===== src/rtl/core/dda_pkg.sv =====
// Shared types and constants of the decimal digit accumulator.
package dda_pkg;

	// Action codes carried in the input tuser.
	localparam logic [1:0] ACT_CLEAR = 2'd0;
	localparam logic [1:0] ACT_ADD   = 2'd1;
	localparam logic [1:0] ACT_READ  = 2'd2;

	// Display modes for reads.
	localparam logic [1:0] MODE_PLAIN = 2'd0;
	localparam logic [1:0] MODE_SKIP  = 2'd1;
	localparam logic [1:0] MODE_BLANK = 2'd2;

	// Field widths and positions.
	localparam int ADDEND_W  = 32;
	localparam int COUNT_W   = 16;
	localparam int MODE_W    = 2;
	localparam int ACTION_W  = 2;
	localparam int PROD_W    = ADDEND_W + COUNT_W;
	localparam int VALUE_W   = 52;
	localparam int POS_W     = 4;
	localparam int IN_DATA_W  = 56;
	localparam int OUT_DATA_W = 64;
	localparam int ADDEND_LSB = 0;
	localparam int COUNT_LSB  = ADDEND_LSB + ADDEND_W;
	localparam int MODE_LSB   = COUNT_LSB + COUNT_W;

	// Wide enough for the conversion bit count and for a digit count of up to 64.
	localparam int CNT_W = 6;

	typedef enum logic [2:0] {
		KIND_CLEAR,
		KIND_ADD,
		KIND_READ_PLAIN,
		KIND_READ_SKIP,
		KIND_READ_BLANK
	} kind_t;

	typedef struct packed {
		kind_t              kind;
		logic [PROD_W-1:0]  product;
	} cmd_t;

	typedef enum logic [1:0] {
		ST_IDLE,
		ST_CONV,
		ST_ADD,
		ST_OUT
	} back_state_t;

endpackage


===== src/rtl/core/decimal_digit_accumulator_core.sv =====
// Top level of the decimal digit accumulator.
//
// Input channel s_*: s_tuser carries the action (clear, add, read) and s_tdata the
// addend, repeat count and display mode. Every input transfer yields exactly one
// result transfer on m_*: packed BCD value, blanked digit count and start position.
// A front stage takes the transfer and forms the 48-bit product of addend and
// repeat count; a two-entry command queue feeds the back end, which holds the
// digits. Clears and reads finish in the back end at once: the front stage, the queue
// and the result register lie between acceptance and result, and one item per cycle
// can flow while m_tready is high and no add is running. An add with a nonzero count
// runs a bit-serial binary-to-BCD conversion of the product and then a digit-serial
// decimal add; the back end takes no new command until the sum is in the result register.
// The result register parts the two sides: a stalled m_tready holds the result
// while the queue keeps taking new transfers until it is full, and only then does
// s_tready drop. Reset clears all digits, the blank count and every valid flag.
module decimal_digit_accumulator_core #(
	parameter int DIGITS = 13
) (
	input  logic        clk,
	input  logic        arst_n,
	input  logic        s_tvalid,
	output logic        s_tready,
	// Bits from low: addend[31:0], repeat_count[47:32], display_mode[49:48], zero fill.
	input  logic [55:0] s_tdata,
	// Bits from low: action[1:0].
	input  logic [1:0]  s_tuser,
	output logic        m_tvalid,
	input  logic        m_tready,
	// Bits from low: value_bcd[51:0], blanked_count[55:52], start_position[59:56],
	// zero fill.
	output logic [63:0] m_tdata
);

	// The queue only has to cover the front stage while the back end is busy.
	localparam int CMD_DEPTH = 2;

	dda_pkg::cmd_t front_cmd;
	logic          front_valid;
	logic          front_ready;
	dda_pkg::cmd_t queue_cmd;
	logic          queue_valid;
	logic          queue_pop;

	dda_front u_front (
		.clk       (clk),
		.arst_n    (arst_n),
		.s_tvalid  (s_tvalid),
		.s_tready  (s_tready),
		.s_tdata   (s_tdata),
		.s_tuser   (s_tuser),
		.cmd       (front_cmd),
		.cmd_valid (front_valid),
		.cmd_ready (front_ready)
	);

	dda_cmd_fifo #(
		.DEPTH (CMD_DEPTH)
	) u_queue (
		.clk       (clk),
		.arst_n    (arst_n),
		.in_cmd    (front_cmd),
		.in_valid  (front_valid),
		.in_ready  (front_ready),
		.out_cmd   (queue_cmd),
		.out_valid (queue_valid),
		.out_pop   (queue_pop)
	);

	// The back end owns the digit store and the result register.
	dda_back #(
		.DIGITS (DIGITS)
	) u_back (
		.clk       (clk),
		.arst_n    (arst_n),
		.cmd       (queue_cmd),
		.cmd_valid (queue_valid),
		.cmd_pop   (queue_pop),
		.m_tvalid  (m_tvalid),
		.m_tready  (m_tready),
		.m_tdata   (m_tdata)
	);

endmodule


===== src/rtl/core/dda_front.sv =====
// Front end: accepts input transfers, classifies them and forms the addend product.
module dda_front (
	input  logic                                clk,
	input  logic                                arst_n,
	input  logic                                s_tvalid,
	output logic                                s_tready,
	input  logic [dda_pkg::IN_DATA_W-1:0]       s_tdata,
	input  logic [dda_pkg::ACTION_W-1:0]        s_tuser,
	output dda_pkg::cmd_t                       cmd,
	output logic                                cmd_valid,
	input  logic                                cmd_ready
);

	logic [dda_pkg::ADDEND_W-1:0] addend;
	logic [dda_pkg::COUNT_W-1:0]  count;
	logic [dda_pkg::MODE_W-1:0]   mode;
	dda_pkg::kind_t               kind;
	dda_pkg::cmd_t                cmd_s1;
	logic                         valid_s1;

	assign addend = s_tdata[dda_pkg::ADDEND_LSB +: dda_pkg::ADDEND_W];
	assign count  = s_tdata[dda_pkg::COUNT_LSB +: dda_pkg::COUNT_W];
	assign mode   = s_tdata[dda_pkg::MODE_LSB +: dda_pkg::MODE_W];

	assign s_tready = !valid_s1 || cmd_ready;

	// An add with a zero count leaves the state alone and behaves as a plain read.
	always_comb begin
		case (s_tuser)
			dda_pkg::ACT_CLEAR: kind = dda_pkg::KIND_CLEAR;
			dda_pkg::ACT_ADD: begin
				kind = (count != '0) ? dda_pkg::KIND_ADD : dda_pkg::KIND_READ_PLAIN;
			end
			dda_pkg::ACT_READ: begin
				case (mode)
					dda_pkg::MODE_SKIP:  kind = dda_pkg::KIND_READ_SKIP;
					dda_pkg::MODE_BLANK: kind = dda_pkg::KIND_READ_BLANK;
					default:             kind = dda_pkg::KIND_READ_PLAIN;
				endcase
			end
			default: kind = dda_pkg::KIND_READ_PLAIN;
		endcase
	end

	always_ff @(posedge clk or negedge arst_n) begin
		if (!arst_n) begin
			valid_s1 <= 1'b0;
		end else if (s_tready) begin
			valid_s1 <= s_tvalid;
		end
	end

	always_ff @(posedge clk) begin
		if (s_tready && s_tvalid) begin
			cmd_s1.kind    <= kind;
			cmd_s1.product <= dda_pkg::PROD_W'(addend) * dda_pkg::PROD_W'(count);
		end
	end

	assign cmd       = cmd_s1;
	assign cmd_valid = valid_s1;

endmodule


===== src/rtl/core/dda_cmd_fifo.sv =====
// Short command queue between the front end and the back end.
module dda_cmd_fifo #(
	parameter int DEPTH = 2
) (
	input  logic           clk,
	input  logic           arst_n,
	input  dda_pkg::cmd_t  in_cmd,
	input  logic           in_valid,
	output logic           in_ready,
	output dda_pkg::cmd_t  out_cmd,
	output logic           out_valid,
	input  logic           out_pop
);

	localparam int PTR_W = (DEPTH > 1) ? $clog2(DEPTH) : 1;
	localparam int FILL_W = $clog2(DEPTH + 1);

	dda_pkg::cmd_t    mem_q [DEPTH];
	logic [PTR_W-1:0] wr_ptr_q;
	logic [PTR_W-1:0] rd_ptr_q;
	logic [FILL_W-1:0] fill_q;
	logic             push;
	logic             pop;

	assign in_ready  = fill_q != FILL_W'(DEPTH);
	assign out_valid = fill_q != '0;
	assign push      = in_valid && in_ready;
	assign pop       = out_pop && out_valid;
	assign out_cmd   = mem_q[rd_ptr_q];

	always_ff @(posedge clk or negedge arst_n) begin
		if (!arst_n) begin
			wr_ptr_q <= '0;
			rd_ptr_q <= '0;
			fill_q   <= '0;
		end else begin
			if (push) begin
				wr_ptr_q <= (wr_ptr_q == PTR_W'(DEPTH - 1)) ? '0 : wr_ptr_q + 1'b1;
			end
			if (pop) begin
				rd_ptr_q <= (rd_ptr_q == PTR_W'(DEPTH - 1)) ? '0 : rd_ptr_q + 1'b1;
			end
			if (push && !pop) begin
				fill_q <= fill_q + 1'b1;
			end else if (pop && !push) begin
				fill_q <= fill_q - 1'b1;
			end
		end
	end

	always_ff @(posedge clk) begin
		if (push) begin
			mem_q[wr_ptr_q] <= in_cmd;
		end
	end

endmodule


===== src/rtl/core/dda_back.sv =====
// Back end: digit store, bit-serial BCD conversion, digit-serial add and result register.
module dda_back #(
	parameter int DIGITS = 13
) (
	input  logic                             clk,
	input  logic                             arst_n,
	input  dda_pkg::cmd_t                    cmd,
	input  logic                             cmd_valid,
	output logic                             cmd_pop,
	output logic                             m_tvalid,
	input  logic                             m_tready,
	output logic [dda_pkg::OUT_DATA_W-1:0]   m_tdata
);

	localparam int W = DIGITS * 4;

	dda_pkg::back_state_t state_q;
	dda_pkg::back_state_t state_d;

	logic [W-1:0]                acc_q;
	logic [W-1:0]                bcd_q;
	logic [dda_pkg::PROD_W-1:0]  prod_q;
	logic [dda_pkg::CNT_W-1:0]   cnt_q;
	logic                        carry_q;
	logic [dda_pkg::POS_W-1:0]   blank_q;

	logic                        out_valid_q;
	logic [dda_pkg::VALUE_W-1:0] out_value_q;
	logic [dda_pkg::POS_W-1:0]   out_blank_q;
	logic [dda_pkg::POS_W-1:0]   out_start_q;

	logic out_free;
	logic conv_last;
	logic add_last;
	logic start_add;
	logic conv_en;
	logic add_en;
	logic load_imm;
	logic load_add;

	logic [W-1:0]              dab;
	logic [W-1:0]              dab_next;
	logic [4:0]                dsum;
	logic [3:0]                dsum_digit;
	logic                      dsum_carry;
	logic [W-1:0]              acc_shift;
	logic [4:0]                lz;
	logic [dda_pkg::POS_W-1:0] lz_sat;
	logic [W-1:0]              imm_acc;
	logic [dda_pkg::POS_W-1:0] imm_blank;
	logic [dda_pkg::POS_W-1:0] imm_start;
	logic [dda_pkg::OUT_DATA_W-1:0] imm_wide;
	logic [dda_pkg::OUT_DATA_W-1:0] acc_wide;

	assign out_free  = !out_valid_q || m_tready;
	assign conv_last = cnt_q == dda_pkg::CNT_W'(dda_pkg::PROD_W - 1);
	assign add_last  = cnt_q == dda_pkg::CNT_W'(DIGITS - 1);

	// Next state.
	always_comb begin
		state_d = state_q;
		case (state_q)
			dda_pkg::ST_IDLE: begin
				if (cmd_valid && cmd.kind == dda_pkg::KIND_ADD) begin
					state_d = dda_pkg::ST_CONV;
				end
			end
			dda_pkg::ST_CONV: begin
				if (conv_last) begin
					state_d = dda_pkg::ST_ADD;
				end
			end
			dda_pkg::ST_ADD: begin
				if (add_last) begin
					state_d = dda_pkg::ST_OUT;
				end
			end
			dda_pkg::ST_OUT: begin
				if (out_free) begin
					state_d = dda_pkg::ST_IDLE;
				end
			end
			default: state_d = dda_pkg::ST_IDLE;
		endcase
	end

	// Control strobes.
	always_comb begin
		cmd_pop   = 1'b0;
		start_add = 1'b0;
		conv_en   = 1'b0;
		add_en    = 1'b0;
		load_imm  = 1'b0;
		load_add  = 1'b0;
		case (state_q)
			dda_pkg::ST_IDLE: begin
				if (cmd_valid) begin
					if (cmd.kind == dda_pkg::KIND_ADD) begin
						cmd_pop   = 1'b1;
						start_add = 1'b1;
					end else if (out_free) begin
						cmd_pop  = 1'b1;
						load_imm = 1'b1;
					end
				end
			end
			dda_pkg::ST_CONV: conv_en  = 1'b1;
			dda_pkg::ST_ADD:  add_en   = 1'b1;
			dda_pkg::ST_OUT:  load_add = out_free;
			default: ;
		endcase
	end

	// One double-dabble step: correct digits of five or more, then shift in a product bit.
	always_comb begin
		dab = bcd_q;
		for (int d = 0; d < DIGITS; d++) begin
			if (dab[d*4 +: 4] >= 4'd5) begin
				dab[d*4 +: 4] = dab[d*4 +: 4] + 4'd3;
			end
		end
		dab_next = (dab << 1) | W'(prod_q[dda_pkg::PROD_W-1]);
	end

	// One decimal digit of the accumulator sum; the store rotates right by a digit.
	always_comb begin
		dsum = {1'b0, acc_q[3:0]} + {1'b0, bcd_q[3:0]} + {4'b0, carry_q};
		if (dsum >= 5'd10) begin
			dsum_digit = 4'(dsum - 5'd10);
			dsum_carry = 1'b1;
		end else begin
			dsum_digit = dsum[3:0];
			dsum_carry = 1'b0;
		end
		acc_shift = acc_q >> 4;
		acc_shift[W-1 -: 4] = dsum_digit;
	end

	// Leading zero digits: the highest nonzero digit wins.
	always_comb begin
		lz = 5'(DIGITS);
		for (int i = 0; i < DIGITS; i++) begin
			if (acc_q[i*4 +: 4] != 4'd0) begin
				lz = 5'(DIGITS - 1 - i);
			end
		end
		lz_sat = (lz > 5'd15) ? 4'd15 : lz[3:0];
	end

	// Results of items that finish at once.
	always_comb begin
		imm_acc   = acc_q;
		imm_blank = blank_q;
		imm_start = '0;
		case (cmd.kind)
			dda_pkg::KIND_CLEAR: begin
				imm_acc   = '0;
				imm_blank = '0;
			end
			dda_pkg::KIND_READ_SKIP:  imm_start = lz_sat;
			dda_pkg::KIND_READ_BLANK: imm_blank = lz_sat;
			default: ;
		endcase
		imm_wide = dda_pkg::OUT_DATA_W'(imm_acc);
		acc_wide = dda_pkg::OUT_DATA_W'(acc_q);
	end

	always_ff @(posedge clk or negedge arst_n) begin
		if (!arst_n) begin
			state_q     <= dda_pkg::ST_IDLE;
			acc_q       <= '0;
			blank_q     <= '0;
			out_valid_q <= 1'b0;
		end else begin
			state_q <= state_d;
			if (load_imm) begin
				acc_q   <= imm_acc;
				blank_q <= imm_blank;
			end else if (add_en) begin
				acc_q <= acc_shift;
			end else if (load_add) begin
				blank_q <= '0;
			end
			if (load_imm || load_add) begin
				out_valid_q <= 1'b1;
			end else if (m_tready) begin
				out_valid_q <= 1'b0;
			end
		end
	end

	always_ff @(posedge clk) begin
		if (start_add) begin
			prod_q  <= cmd.product;
			bcd_q   <= '0;
			cnt_q   <= '0;
			carry_q <= 1'b0;
		end else if (conv_en) begin
			bcd_q  <= dab_next;
			prod_q <= prod_q << 1;
			cnt_q  <= conv_last ? '0 : cnt_q + 1'b1;
		end else if (add_en) begin
			bcd_q   <= bcd_q >> 4;
			carry_q <= dsum_carry;
			cnt_q   <= cnt_q + 1'b1;
		end
		if (load_imm) begin
			out_value_q <= imm_wide[dda_pkg::VALUE_W-1:0];
			out_blank_q <= imm_blank;
			out_start_q <= imm_start;
		end else if (load_add) begin
			out_value_q <= acc_wide[dda_pkg::VALUE_W-1:0];
			out_blank_q <= '0;
			out_start_q <= '0;
		end
	end

	assign m_tvalid = out_valid_q;
	assign m_tdata  = {4'b0, out_start_q, out_blank_q, out_value_q};

endmodule

===== config.mk =====
export PLATFORM = sky130hd
export DESIGN_NAME = decimal_digit_accumulator_core
export DESIGN_NICKNAME = d
export VERILOG_FILES = /design/src/rtl/core/dda_pkg.sv /design/src/rtl/core/decimal_digit_accumulator_core.sv /design/src/rtl/core/dda_front.sv /design/src/rtl/core/dda_cmd_fifo.sv /design/src/rtl/core/dda_back.sv
export SDC_FILE = /design/constraint.sdc
export NUM_CORES = 2
export LEC_CHECK = 0
export BUFFER_PORTS_ARGS = -buffer_cell sky130_fd_sc_hd__buf_2
export CAP_MARGIN = 5
export CORE_MARGIN = 5
export CORE_UTILIZATION = 60
export CTS_CLUSTER_DIAMETER = 30
export DETAILED_ROUTE_END_ITERATION = 10
export GPL_TIMING_DRIVEN = 0
export HOLD_SLACK_MARGIN = 0.12
export PLACE_DENSITY = 0.82
export SYNTH_ARGS = -nofsm -noshare
export SYNTH_HDL_FRONTEND = slang
export SYNTH_SLANG_ARGS = --single-unit

===== constraint.sdc =====
create_clock -name clk -period 7.4 [get_ports clk]
set_input_delay 1.48 -clock clk [delete_from_list [all_inputs] [get_ports clk]]
set_output_delay 1.48 -clock clk [all_outputs]
set_load 0.02 [all_outputs]

* Word level (Yosys, flattened, before mapping)
Memories as Yosys holds them, arrays and structs flattened. Cells that the tools add are included.
Cells by class: $add $sub $neg 21, $mul 1, $lt $le $gt $ge 15, equality and inequality tests 18, mux-type cells 77, bitwise logic cells 2, reductions and logical operators 40
Operators by type and width (count):
- $mux 52 | 7
- $mux 4 | 28
- $mux 48 | 2
- $ge 4x3->1 const B | 13
- $or 52x1->52 | 1
- $reduce_bool 4->1 | 13
- $add 4x2->4 const B | 12
- $mul 32x16->48 | 1
- $mux 1 | 21
- $mux 6 | 3
- $reduce_bool 16->1 | 1
- $mux 3 | 5
- $mux 2 | 7
- $reduce_bool 2->1 | 7
- $pmux 3 s3 | 1
- $eq 2x2->1 const B | 4
- $ne 2x1->1 const B | 4
- $pmux 2 s4 | 1
- $pmux 4 s2 | 1
- $add 6x1->6 const B | 1
- $eq 2x1->1 const B | 3
- $eq 6x4->1 const B | 1
- $eq 6x6->1 const B | 1
- $logic_and 1x1->1 | 6
- 21 further kinds | 30
Word-level totals: register bits 282, bits in writable memories 102, output and inout bits 66, logic and storage cells 192, memories kept 1
Memories:
- u_queue.mem_q | words 2, bits a word 51, read ports 1, clocked after memory_dff 0, write ports 1, RTL line dda_cmd_fifo.sv:18 | dda_pkg::cmd_t mem_q [DEPTH];

* Depth between registers and ports, before layout
word-level depth 18, gate-level depth with buffers 24

* By module
Synthesis repeated with hierarchy kept, for this count alone.
Second synthesis, totals: cells, all modules 3166, area, all modules 32857.8 µm²
Modules (own cells, without submodules):
- dda_front | times used 1, cells each 1935, area an instance 17894.7 µm²
- dda_back | times used 1, cells each 1054, area an instance 10836.6 µm²
- dda_cmd_fifo | times used 1, cells each 177, area an instance 4126.5 µm²

* Least setup slack after synthesis
No wires, ideal clock.
path type input -> register, from input port s_tdata[20], to register u_front.cmd_s1 (netlist bit u_front.cmd[46]) (data pin), library setup time 0.261 ns, arrival time 6.783 ns, path slack 0.356 ns, stages on the path 21, path buffers 2, cell sequence clkbuf_1 > nand2_1 > fa_1 > fa_1 > fa_1 > inv_1 > fa_1 > fa_1 > inv_1 > fa_1 > inv_1 > ha_1 > buf_2 > a21oi_1 > o21bai_1 > a21oi_1 > nand2b_1 > or2_2 > o2111ai_1 > nand2_1 > a311o_1
On the way: cells in the longest elaborated chain, start to end 1
Ends and longest elaborated chain:
- start, declared | RTL line decimal_digit_accumulator_core.sv:24 | input logic [55:0] s_tdata,
- $mul 32x16->48 | RTL line dda_front.sv:56 | cmd_s1.product <= dda_pkg::PROD_W'(addend) * dda_pkg::PROD_W'(count);
- end, declared | RTL line dda_front.sv:18 | dda_pkg::cmd_t cmd_s1;
No other way between the ends. A chain may end at the register's enable or synchronous reset.

* Final worst setup path
from input port s_tdata[47], to register u_front.cmd_s1 (netlist bit u_front.cmd[40]) (data pin)
The elaborated chain is that of the path after synthesis.

==> results.cfg <==
[yosys]
yosysTopAreaCellShare_pct = 25.9
synth_top_family_by_area = adder cells
yosys.area.top_type = fa_1
synth.distinct_cells = 67
yosys_warnings = 0
ys_async_sr_fraction_pct = 16.7
synth-seq-area-share_pct = 32.8
yosys_most_used_dff = edfxtp_1
synthAdderAreaFrac_pct = 32.0
syn-instance-count = 3140
synth_area_leaders = fa_1 (26%), edfxtp_1 (24%), ha_1 (6.1%), inv_1 (5.6%), and2_1 (5.1%)
netlist_area_sq_um = 32400
ys_ff_latch = 384
synth_xor_area_share_pct = 1.86
synthMuxAreaShare_pct = 4.46
yosys.area_share.simple_pct = 14.5
synth_compound_area_share_pct = 6.82
syn_area_per_cell_sq_um = 10.3
synth_edf_count = 261

[setup_path]
critPathCaptureType = register
cp_max_fo = 10
arrival_ps = 7610
worstSetupPathType = in -> reg
crit_required_ps = 7680
startpoint_type = input pin

[clock_network]
clock-root-buffer = clkbuf_16
insertion_delay_ps = 540
cts_tree = built
cts.sinks = 384
htreeDepth = 2
clk_pin_slew_worst_paths_ps = 60
clock_path_buffers = 3
numCtsBuffers = 43
hold_buffers = 0

[die]
die_w_um = 242
die_height_um = 242
initial_core_util_pct = 60.4
io-pin-count = 128
core_sq_um = 53700
die_area_sq_um = 58800
std_cell_rows = 85

[sta]
slew_headroom_pct = 26.6
tightestPinTransition_ps = 1100
finClkSkew_ps = 14.5
final.period_utilization_pct = 99.1
setup_violations = 0
drv_slew = 0
period_needed_ps = 7330
fmax_ghz = 0.136
hold_viol_final = 0
whs_ps = 442

[outcome]
outcome = finished clean

[cells_and_area]
fin_util_pct = 66.6
area_growth_pct = 10.3
multiInputGateArea_sq_um = 19400
layout.nets = 3947
seqCellArea_sq_um = 10600
drive_gt1_share_pct = 11.2
fillers = 4012

[route]
drt_wl_total_um = 79300
post-route-drc-count = 0
drt_first_iter_violations = 1940
dr.pass1.iters = 6
viasPerCell = 5.73
vias = 23152
avgRoutedWirePerCell_um = 19.6
antenna_left = 0

[run]
cap_viol_max_count = 0

[min_path]
hold_path_class = reg -> reg

[place]
io_buffer_count = 117
place.gp.congestion = 1.02
hpwl_um = 60900

[grt]
grt_pass1_wl_um = 128000
grt_pass1_vias = 24045
overflow = 0
antenna_found_initial = 2
grt_use_total_pct = 27.0
grt_max_degree = 65
cell type report:
| type | count | area share [%] |
|---|---|---|
| plain buffers | 156 | 2.23 |
| multi-input cells | 2115 | 54.3 |
| repair buffers | 123 | 2.00 |
| flip-flops and latches | 384 | 29.7 |
| well taps | 696 | 2.44 |
| clock buffers | 49 | 3.22 |
| inverters | 485 | 5.09 |
| diodes | 2 | 0.0140 |
| clock inverters | 30 | 0.970 |
critical path, stage by stage:
cell,delay (ps)
buf_2,190
clkbuf_1,460
and2_1,220
fa_1,430
fa_1,480
fa_1,550
fa_1,460
fa_1,490
inv_1,50
fa_1,560
inv_1,60
ha_1,270
buf_2,190
nand4_1,250
nor4_1,360
o21ai_0,170
a21oi_2,280
nor3_2,110
o21bai_1,240
a21boi_0,150
xnor2_1,150
per-layer routing:
metal  track usage (%)  share of wire, %
met5                 0             0.014
met3              5.96               9.6
met4              11.4               5.3
met2              44.1                47
met1              35.4                38
Yosys cell counts (3+ instances only):
| library cell | instances |
|---|---|
| clkbuf_1 | 129 |
| and4_1 | 3 |
| o211ai_1 | 3 |
| nand3_1 | 40 |
| inv_1 | 485 |
| or2_2 | 5 |
| dfxtp_1 | 59 |
| o31ai_1 | 7 |
| a21o_1 | 32 |
| nand4_1 | 12 |
| o21a_1 | 15 |
| nand3b_1 | 9 |
| nor4_1 | 17 |
| o21ai_1 | 4 |
| nor2_1 | 159 |
| o21ai_0 | 73 |
| mux2i_1 | 87 |
| nand2b_1 | 34 |
| a41oi_1 | 3 |
| nor3b_1 | 15 |
| ha_1 | 157 |
| buf_2 | 24 |
| edfxtp_1 | 261 |
| nand2_1 | 382 |
| xor2_1 | 20 |
| a31oi_1 | 15 |
| buf_4 | 4 |
| a31o_2 | 3 |
| nor2b_1 | 6 |
| mux2_2 | 51 |
| a211oi_1 | 32 |
| o21bai_1 | 9 |
| fa_1 | 420 |
| and3_1 | 10 |
| a21oi_1 | 132 |
| and2_1 | 263 |
| dfrtp_1 | 64 |
| xnor2_1 | 49 |
| nor3_1 | 12 |
per-stage QoR:
stage	worst slack [ps]	cells	TNS (ps)	area, sq um
2_1_floorplan	356	3143	0	32400
3_3_place_gp	-1430	3956	-58420	33900
3_5_place_dp	-1020	3961	-15450	34000
4_1_cts	5.79	4040	0	35600
5_1_grt	-16.4	4038	-19.5	35700
6_report	68.8	4040	0	35700
cell usage in the layout, fill, tap and decap left out, drive strengths merged, types with 6 or more instances in the layout:
cell type / synthesis / routed
nor2b: 6 / 6
fa: 420 / 420
nand4: 12 / 12
a31oi: 16 / 16
clkbuf: 129 / 162
o21a: 15 / 15
edfxtp: 261 / 261
nor3b: 15 / 15
dfxtp: 59 / 59
nor2: 159 / 159
buf: 30 / 166
mux2: 51 / 51
and3: 10 / 10
xnor2: 49 / 49
xor2: 20 / 20
clkinv: 0 / 14
nand3: 40 / 40
o21bai: 9 / 9
dfrtp: 64 / 64
o21ai: 77 / 77
nor3: 12 / 12
a21o: 32 / 32
a21oi: 134 / 134
nand3b: 9 / 9
and2: 263 / 263
a211oi: 33 / 33
nor4: 17 / 17
ha: 157 / 157
mux2i: 87 / 87
inv: 485 / 492
o31ai: 7 / 7
nand2: 382 / 382
nand2b: 34 / 34
logic make-up after synthesis:
logic type,Yosys count
AO/OA/AOI/OAI,357
XOR/XNOR,69
adder cells (fa/ha/maj),577
buffers and inverters,644
flip-flops,384
multiplexers,138
other,1
AND/OR/NAND/NOR,970
path summary, 6_finish.rpt:
kind	from	to	slack, ps	depth (start not counted)
setup / recovery	s_tdata[47]	u_front.cmd[40]	70	21
hold / removal	u_front.cmd[2]	u_queue.mem_q[0][2]	440	0
setup reg to reg	u_queue.rd_ptr_q	u_back.prod_q[3]	3830	6
hold reg to reg	u_front.cmd[2]	u_queue.mem_q[0][2]	440	0
max in group asynchronous	arst_n	u_back.acc_q[28]	5820	1
min in group asynchronous	arst_n	u_back.m_tvalid	1020	1
sequential cells by signal (all words and copies together) (netlist names), 2 cells and up:
name / cells
u_back.blank_q: 4
u_back.prod_q: 48
u_back.bcd_q: 52
u_back.out_value_q: 52
u_queue.fill_q: 2
u_back.state_q: 2
u_back.out_start_q: 4
u_back.out_blank_q: 4
u_queue.mem_q: 102
u_back.acc_q: 52
u_front.cmd: 51
u_back.cnt_q: 6
timing repair:
action	CTS	global route
setup endpoints to repair	15	13
buffers inserted	0	1
gates resized for setup	66	98
cloned	0	0
pin swaps	0	1
Power is left out: the tool's default activity adds up to more than one toggle a clock period on the data nets, which glitch-free logic cannot reach.
